<file path="config.mk">
export PLATFORM = sky130hd
export DESIGN_NAME = pwm_timer_with_update_flag
export DESIGN_NICKNAME = d
export VERILOG_FILES = /design/src/rtl/pwmt_pkg.sv /design/src/rtl/pwmt_core.sv /design/src/rtl/pwm_timer_with_update_flag.sv
export SDC_FILE = /design/constraint.sdc
export NUM_CORES = 1
export LEC_CHECK = 0
export ABC_AREA = 1
export BUFFER_PORTS_ARGS = -buffer_cell sky130_fd_sc_hd__buf_2
export CORE_MARGIN = 2
export CORE_UTILIZATION = 41
export CTS_CLUSTER_DIAMETER = 40
export DETAILED_ROUTE_END_ITERATION = 6
export PLACE_DENSITY = 0.6
export SLEW_MARGIN = 20
export SYNTH_ARGS = -nofsm -noshare
export SYNTH_HDL_FRONTEND = slang
export SYNTH_SLANG_ARGS = --single-unit
</file>
<file path="constraint.sdc">
create_clock -name clk -period 4.21 [get_ports clk]
set_input_delay 0.2105 -clock clk [delete_from_list [all_inputs] [get_ports clk]]
set_output_delay 0.2105 -clock clk [all_outputs]
set_load 0.01 [all_outputs]
</file>
<file path="src/rtl/pwmt_pkg.sv">
// Shared types and register codes for the PWM timer.
`timescale 1ns / 1ps
`default_nettype none

package pwmt_pkg;

  // Bus command codes
  localparam logic [1:0] CMD_TICK  = 2'd0;
  localparam logic [1:0] CMD_WRITE = 2'd1;
  localparam logic [1:0] CMD_READ  = 2'd2;

  // Register map
  localparam logic [3:0] REG_CTRL    = 4'd0;
  localparam logic [3:0] REG_STATUS  = 4'd1;
  localparam logic [3:0] REG_EVENT   = 4'd2;
  localparam logic [3:0] REG_IRQ_EN  = 4'd3;
  localparam logic [3:0] REG_COUNT   = 4'd4;
  localparam logic [3:0] REG_PSC     = 4'd5;
  localparam logic [3:0] REG_RELOAD  = 4'd6;
  localparam logic [3:0] REG_COMPARE = 4'd7;
  localparam logic [3:0] REG_CH_CTRL = 4'd8;

  // Register bit positions
  localparam int CTRL_EN_BIT     = 0;
  localparam int CTRL_ARPE_BIT   = 7;
  localparam int CH_OE_BIT       = 0;
  localparam int CH_PRELOAD_BIT  = 3;

  localparam int DATA_WIDTH = 32;

  typedef struct packed {
    logic [1:0]            command;
    logic [3:0]            reg_index;
    logic [DATA_WIDTH-1:0] write_data;
  } pwmt_in_t;

  typedef struct packed {
    logic [DATA_WIDTH-1:0] read_data;
    logic                  pwm_out;
    logic                  update_flag;
    logic                  irq;
  } pwmt_out_t;

endpackage

`default_nettype wire

</file>
<file path="src/rtl/pwmt_core.sv">
// Timer state, register file and per-item next-state logic.
`timescale 1ns / 1ps
`default_nettype none

module pwmt_core import pwmt_pkg::*; #(
  parameter int COUNT_WIDTH    = 32,
  parameter int PRESCALE_WIDTH = 16
) (
  input  wire logic      clk,
  input  wire logic      rst_n,
  input  wire logic      step,
  input  wire pwmt_in_t  item,
  output pwmt_out_t      result
);

  logic                      cen_r, cen_nxt;
  logic                      arpe_r, arpe_nxt;
  logic                      uif_r, uif_nxt;
  logic                      uie_r, uie_nxt;
  logic                      oe_r, oe_nxt;
  logic                      ocpe_r, ocpe_nxt;
  logic [COUNT_WIDTH-1:0]    cnt_r, cnt_nxt;
  logic [PRESCALE_WIDTH-1:0] tally_r, tally_nxt;
  logic [PRESCALE_WIDTH-1:0] psc_wr_r, psc_wr_nxt;
  logic [PRESCALE_WIDTH-1:0] psc_act_r, psc_act_nxt;
  logic [COUNT_WIDTH-1:0]    arr_wr_r, arr_wr_nxt;
  logic [COUNT_WIDTH-1:0]    arr_act_r, arr_act_nxt;
  logic [COUNT_WIDTH-1:0]    ccr_wr_r, ccr_wr_nxt;
  logic [COUNT_WIDTH-1:0]    ccr_act_r, ccr_act_nxt;

  logic                      do_update;
  logic [DATA_WIDTH-1:0]     rd_data;
  logic [DATA_WIDTH-1:0]     wd;

  always_comb begin
    wd          = item.write_data;
    cen_nxt     = cen_r;
    arpe_nxt    = arpe_r;
    uif_nxt     = uif_r;
    uie_nxt     = uie_r;
    oe_nxt      = oe_r;
    ocpe_nxt    = ocpe_r;
    cnt_nxt     = cnt_r;
    tally_nxt   = tally_r;
    psc_wr_nxt  = psc_wr_r;
    psc_act_nxt = psc_act_r;
    arr_wr_nxt  = arr_wr_r;
    arr_act_nxt = arr_act_r;
    ccr_wr_nxt  = ccr_wr_r;
    ccr_act_nxt = ccr_act_r;
    do_update   = 1'b0;

    if (step) begin
      case (item.command)
        CMD_TICK: begin
          if (cen_r) begin
            if (tally_r >= psc_act_r) begin
              tally_nxt = '0;
              if (cnt_r == arr_act_r) begin
                cnt_nxt   = '0;
                do_update = 1'b1;
              end else begin
                cnt_nxt = cnt_r + 1'b1;
              end
            end else begin
              tally_nxt = tally_r + 1'b1;
            end
          end
        end
        CMD_WRITE: begin
          case (item.reg_index)
            REG_CTRL: begin
              cen_nxt  = wd[CTRL_EN_BIT];
              arpe_nxt = wd[CTRL_ARPE_BIT];
              if (!wd[CTRL_ARPE_BIT]) arr_act_nxt = arr_wr_r;
            end
            REG_STATUS: begin
              if (!wd[0]) uif_nxt = 1'b0;
            end
            REG_EVENT: begin
              if (wd[0]) begin
                cnt_nxt   = '0;
                tally_nxt = '0;
                do_update = 1'b1;
              end
            end
            REG_IRQ_EN: uie_nxt = wd[0];
            REG_COUNT:  cnt_nxt = wd[COUNT_WIDTH-1:0];
            REG_PSC:    psc_wr_nxt = wd[PRESCALE_WIDTH-1:0];
            REG_RELOAD: begin
              arr_wr_nxt = wd[COUNT_WIDTH-1:0];
              if (!arpe_r) arr_act_nxt = wd[COUNT_WIDTH-1:0];
            end
            REG_COMPARE: begin
              ccr_wr_nxt = wd[COUNT_WIDTH-1:0];
              if (!ocpe_r) ccr_act_nxt = wd[COUNT_WIDTH-1:0];
            end
            REG_CH_CTRL: begin
              oe_nxt   = wd[CH_OE_BIT];
              ocpe_nxt = wd[CH_PRELOAD_BIT];
              if (!wd[CH_PRELOAD_BIT]) ccr_act_nxt = ccr_wr_r;
            end
            default: ;
          endcase
        end
        default: ;
      endcase

      // Update event: latch shadows, raise the sticky flag
      if (do_update) begin
        uif_nxt     = 1'b1;
        psc_act_nxt = psc_wr_r;
        if (arpe_r) arr_act_nxt = arr_wr_r;
        if (ocpe_r) ccr_act_nxt = ccr_wr_r;
      end
    end
  end

  // Read mux works on the state before the item
  always_comb begin
    rd_data = '0;
    if (item.command == CMD_READ) begin
      case (item.reg_index)
        REG_CTRL: begin
          rd_data[CTRL_EN_BIT]   = cen_r;
          rd_data[CTRL_ARPE_BIT] = arpe_r;
        end
        REG_STATUS:  rd_data[0] = uif_r;
        REG_IRQ_EN:  rd_data[0] = uie_r;
        REG_COUNT:   rd_data[COUNT_WIDTH-1:0] = cnt_r;
        REG_PSC:     rd_data[PRESCALE_WIDTH-1:0] = psc_wr_r;
        REG_RELOAD:  rd_data[COUNT_WIDTH-1:0] = arr_wr_r;
        REG_COMPARE: rd_data[COUNT_WIDTH-1:0] = ccr_wr_r;
        REG_CH_CTRL: begin
          rd_data[CH_OE_BIT]      = oe_r;
          rd_data[CH_PRELOAD_BIT] = ocpe_r;
        end
        default: ;
      endcase
    end
  end

  always_comb begin
    result.read_data   = rd_data;
    result.pwm_out     = oe_nxt && (cnt_nxt < ccr_act_nxt);
    result.update_flag = uif_nxt;
    result.irq         = uif_nxt && uie_nxt;
  end

  always_ff @(posedge clk) begin
    if (!rst_n) begin
      cen_r     <= 1'b0;
      arpe_r    <= 1'b0;
      uif_r     <= 1'b0;
      uie_r     <= 1'b0;
      oe_r      <= 1'b0;
      ocpe_r    <= 1'b0;
      cnt_r     <= '0;
      tally_r   <= '0;
      psc_wr_r  <= '0;
      psc_act_r <= '0;
      arr_wr_r  <= '1;
      arr_act_r <= '1;
      ccr_wr_r  <= '0;
      ccr_act_r <= '0;
    end else begin
      cen_r     <= cen_nxt;
      arpe_r    <= arpe_nxt;
      uif_r     <= uif_nxt;
      uie_r     <= uie_nxt;
      oe_r      <= oe_nxt;
      ocpe_r    <= ocpe_nxt;
      cnt_r     <= cnt_nxt;
      tally_r   <= tally_nxt;
      psc_wr_r  <= psc_wr_nxt;
      psc_act_r <= psc_act_nxt;
      arr_wr_r  <= arr_wr_nxt;
      arr_act_r <= arr_act_nxt;
      ccr_wr_r  <= ccr_wr_nxt;
      ccr_act_r <= ccr_act_nxt;
    end
  end

endmodule

`default_nettype wire

</file>
<file path="src/rtl/pwm_timer_with_update_flag.sv">
// Top level of the up-counting PWM timer with a sticky update flag.
// Each item passes the input register, then the result register, on its way
// to the result transfer; throughput: one item per cycle while the sink keeps
// out_ready high, set by the single pass through pwmt_core.
// Reset (rst_n low, synchronous): both pipeline stages empty, all timer
// state cleared, reload registers set to all ones.
`timescale 1ns / 1ps
`default_nettype none

module pwm_timer_with_update_flag import pwmt_pkg::*; #(
  parameter int COUNT_WIDTH    = 32,
  parameter int PRESCALE_WIDTH = 16
) (
  input  wire logic      clk,
  input  wire logic      rst_n,
  input  wire logic      in_valid,
  output      logic      in_ready,
  input  wire pwmt_in_t  in_payload,
  output      logic      out_valid,
  input  wire logic      out_ready,
  output pwmt_out_t      out_payload
);

  // Input stage: hold one accepted item until the core consumes it
  logic      in_valid_r, in_valid_nxt;
  pwmt_in_t  in_item_r;

  // Result stage: hold one result until the sink takes it
  logic      out_valid_r, out_valid_nxt;
  pwmt_out_t out_item_r;

  logic      advance;
  logic      step;
  pwmt_out_t core_result;

  // Advance whenever the result slot is free or being emptied this cycle
  assign advance  = !out_valid_r || out_ready;
  assign step     = in_valid_r && advance;
  assign in_ready = !in_valid_r || advance;

  always_comb begin
    in_valid_nxt  = in_valid_r;
    out_valid_nxt = out_valid_r;
    if (in_ready) in_valid_nxt = in_valid;
    if (advance)  out_valid_nxt = in_valid_r;
  end

  pwmt_core #(
    .COUNT_WIDTH    (COUNT_WIDTH),
    .PRESCALE_WIDTH (PRESCALE_WIDTH)
  ) u_core (
    .clk    (clk),
    .rst_n  (rst_n),
    .step   (step),
    .item   (in_item_r),
    .result (core_result)
  );

  always_ff @(posedge clk) begin
    if (!rst_n) begin
      in_valid_r  <= 1'b0;
      out_valid_r <= 1'b0;
    end else begin
      in_valid_r  <= in_valid_nxt;
      out_valid_r <= out_valid_nxt;
    end
  end

  // Payload registers: capture on transfer, hold otherwise
  always_ff @(posedge clk) begin
    if (in_ready && in_valid) in_item_r <= in_payload;
    if (step) out_item_r <= core_result;
  end

  assign out_valid   = out_valid_r;
  assign out_payload = out_item_r;

endmodule

`default_nettype wire

</file>
==> metrics.md <==
| Metric | Value |
|---|---|
| Initial antenna violation count | `0` |
| Multi-input gate area | `0.008770 mm²` |
| MaxCap Viol Count | `0` |
| Endpoints failing setup | `0` |
| Die area | `0.04249 mm²` |
| Mapped Avg Cell Area | `7.303 µm²` |
| # rows | `74` |
| Post-synth top area share | `25.81%` |
| Top FF cell, synth | `dfxtp_1` |
| #FFs+latches synth | `289` |
| PnR Total Power | `8564 µW` |
| Setup CP Type | `reg -> reg` |
| HP Class | `in -> reg` |
| # diodes | `0` |
| Yosys cell types | `52` |
| Worst setup SP type | `flip-flop` |
| NumNets Final | `2482` |
| Tot GR Track Use | `30.76%` |
| # IOs | `79` |
| Syn. warnings | `0` |
| Async SR Flop Fraction | `0%` |
| RSZ-0062 raised after global routing | `false` |
| Clock tree buffer depth | `3` |
| Clock skew | `0.01277 ns` |
| Starting Density | `41.31%` |
| Clock share of power | `55.9%` |
| Reg power frac | `35.1%` |
| Number of clock sinks | `289` |
| Fillcell total | `3929` |
| Placer Congestion | `1.002` |
| Final Instance Count excl. Fillers | `2971` |
| Avg WL per Cell | `22.14 µm` |
| DRT Pass-1 Iters | `6` |
| Period utilisation layout | `92.89%` |
| Worst Setup End Kind | `flip-flop` |
| Util after Layout | `50.03%` |
| Maximum VDD drop | `0.0002806 V` |
| Sequential Area | `0.006518 mm²` |
| Die span in x | `206.1 µm` |
| Least-Margin Pin Slew | `1.003 ns` |
| CP arrival | `4.27 ns` |
| Combinational Power Share | `9.0%` |
| Detail Placement HPWL | `45570 µm` |
| H-tree depth | `2` |
| Relative slew slack | `32.95%` |
| Crit-path max FO | `7` |
| Cell Int Power | `6237 µW` |
| Clock root cell | `clkbuf_16` |
| GRT overflow | `0` |
| Largest net degree at the start of global routing | `79` |
| Status | `finished, final reports clean` |
| Static Leakage | `0.008320 µW` |
| Placed Instances | `2822` |
| Global-route wire length before repair | `98640 µm` |
| Power Density | `422.1 mW/mm²` |
| Post-synthesis cell area | `0.01675 mm²` |
| Hold Violations, Final | `0` |
| Post-Route WL | `65790 µm` |
| CTS tree | `done` |
| Syn nets | `2385` |
| DR vias | `17700` |
| Die height | `206.1 µm` |
| Skew-Pair Late Insertion Delay | `0.61 ns` |
| Detailed Route Iter0 Violations | `2340` |
| P&R area growth vs syn | `21.11%` |
| CP required | `4.57 ns` |
| Syn Inst Count | `2294` |
| P_sw | `2327 µW` |
| Max-slew violations | `0` |
| Min Clock Period, post-route | `3.911 ns` |
| Post-synthesis sequential area ratio | `38.90%` |
| Register clock-pin slew on the reported worst setup and hold paths | `0.06 ns` |
| Max Clk Rate | `255.7 MHz` |
| Remaining antenna violation count | `0` |
| Synth top area cells | `dfxtp_1 (26%), edfxtp_1 (13%), nand2_1 (9.1%)` |
| Core area | `0.04055 mm²` |
| Number of synthesized flops with an enable pin | `73` |
| Routed vias/inst | `5.958` |
| Drt drc | `0` |
| Post-synth top area cell | `dfxtp_1` |
| Vias in the first global route | `16100` |
| Share of layout cells above drive strength 1 | `12.46%` |
| Sw frac | `27.17%` |
| # port buffers | `78` |
| Post-route setup TNS | `0 ns` |
| CTS Buf Count | `57` |
==> final cells by class <==
type | count | area share, %
multi-input combinational | 1593 | 43.22
sequential | 289 | 32.12
clock buffer | 60 | 7.135
timing repair buffer | 186 | 6.574
inverter | 264 | 4.909
tap | 532 | 3.281
clock inverter | 47 | 2.757
==> metrics by stage <==
step           hold slack, ns  area [µm²]  setup slack, ns
4_1_cts                0.2880       20230           0.1185
3_5_place_dp           0.3886       17800           0.1263
3_3_place_gp           0.3871       17800           0.2131
5_1_grt                0.3072       20290          0.01243
6_report               0.3029       20290           0.2995
2_1_floorplan          0.3094       16750           0.8028
==> path summary, 6_finish.rpt <==
path                        from                  end  slack (ns)  depth (start not counted)
max             u_core.cnt_r[15]       out_payload[2]        0.30                         18
max reg2reg     u_core.cnt_r[15]       out_payload[2]        0.30                         18
min               in_payload[13]        in_item_r[13]        0.30                          2
min reg2reg  u_core.psc_act_r[6]  u_core.psc_act_r[6]        0.46                          2
==> cells in the final DEF, fill, tap and decap left out, types with 7 or more instances in the layout <==
cell type and n:
o21ai_1 33, dlygate4sd3_1 42, edfxtp_1 73, inv_1 236, buf_4 65, nor3_1 26, clkinv_4 7, xnor2_1 23
bufinv_16 8, nand4_1 20, a32oi_1 11, o21ai_0 274, xor2_1 9, nand3_1 59, dfxtp_1 215, nand2_1 407
a22o_1 27, and2_1 13, inv_6 11, a21oi_1 170, a221oi_1 22, nor2_1 183, a211oi_1 14, inv_8 7
o211ai_1 58, nor4_1 8, clkbuf_16 57, ha_1 49, o22ai_1 41, o221ai_1 56, a22oi_1 33, inv_2 22
buf_2 77
==> registers in the layout (all words and copies together) (netlist names), 16 cells and up <==
name	count
u_core.ccr_wr_r	32
u_core.arr_act_r	32
out_payload	35
u_core.psc_wr_r	16
u_core.cnt_r	32
in_item_r	38
u_core.tally_r	16
u_core.arr_wr_r	32
u_core.ccr_act_r	32
u_core.psc_act_r	16
==> kinds of logic after synthesis <==
kind of cell,count (synthesis),share of synthesized area (%)
buf+inv,412,9.299
fa+ha+maj,49,3.660
mux,2,0.1195
flops,289,38.90
compound gates,762,27.57
xor+xnor,32,1.673
simple gates,748,18.78
==> what timing repair did <==
action	4_1_cts	5_1_grt
hold buffers	42	0
hold endpoints to repair	43	0
gates resized for setup	0	16
setup endpoints to repair	0	1
buffers inserted	0	0
==> per-layer routing <==
layer / global-route usage (%) / vias up / wire [µm]
met3: 6.686 / 124 / 7000
met5: 0 / - / 0
met1: 44.53 / 8448 / 29080
li1: - / 8195 / -
met2: 44.67 / 934 / 27810
met4: 11.05 / 0 / 1901
==> power groups by stage <==
stage	sequential [µW]	combinational (µW)	clock (µW)
floorplan	3040	457	0
global placement	3060	702	0
detailed placement	3060	713	0
CTS	3000	746	4840
global route	3010	838	4960
finish	3010	770	4790
==> synthesized netlist by cell type, types with 33 or more instances <==
| library cell | instances |
|---|---|
| o21ai_0 | 275 |
| nand2_1 | 408 |
| inv_1 | 239 |
| o21ai_1 | 33 |
| o211ai_1 | 58 |
| dfxtp_1 | 216 |
| ha_1 | 49 |
| nor2_1 | 189 |
| nand3_1 | 59 |
| clkbuf_1 | 132 |
| o221ai_1 | 56 |
| edfxtp_1 | 73 |
| a21oi_1 | 171 |
| a22oi_1 | 34 |
| o22ai_1 | 41 |
==> worst max-delay path: stages, from the launching register on <==
cell and delay (ns):
dfxtp_1 0.59, nand2_1 0.18, nor3_1 0.27, nand4_1 0.12, nor3_1 0.45, nand2_1 0.14, xor2_1 0.16, o21ai_1 0.07
o21ai_0 0.08, nand2_1 0.08, o211ai_1 0.10, o2111ai_1 0.12, o21ai_0 0.19, inv_1 0.13, ha_1 0.32, nand4_1 0.14
nor3_2 0.18, nor4b_1 0.24, a21oi_1 0.10
(Power assumes the default switching activity.)
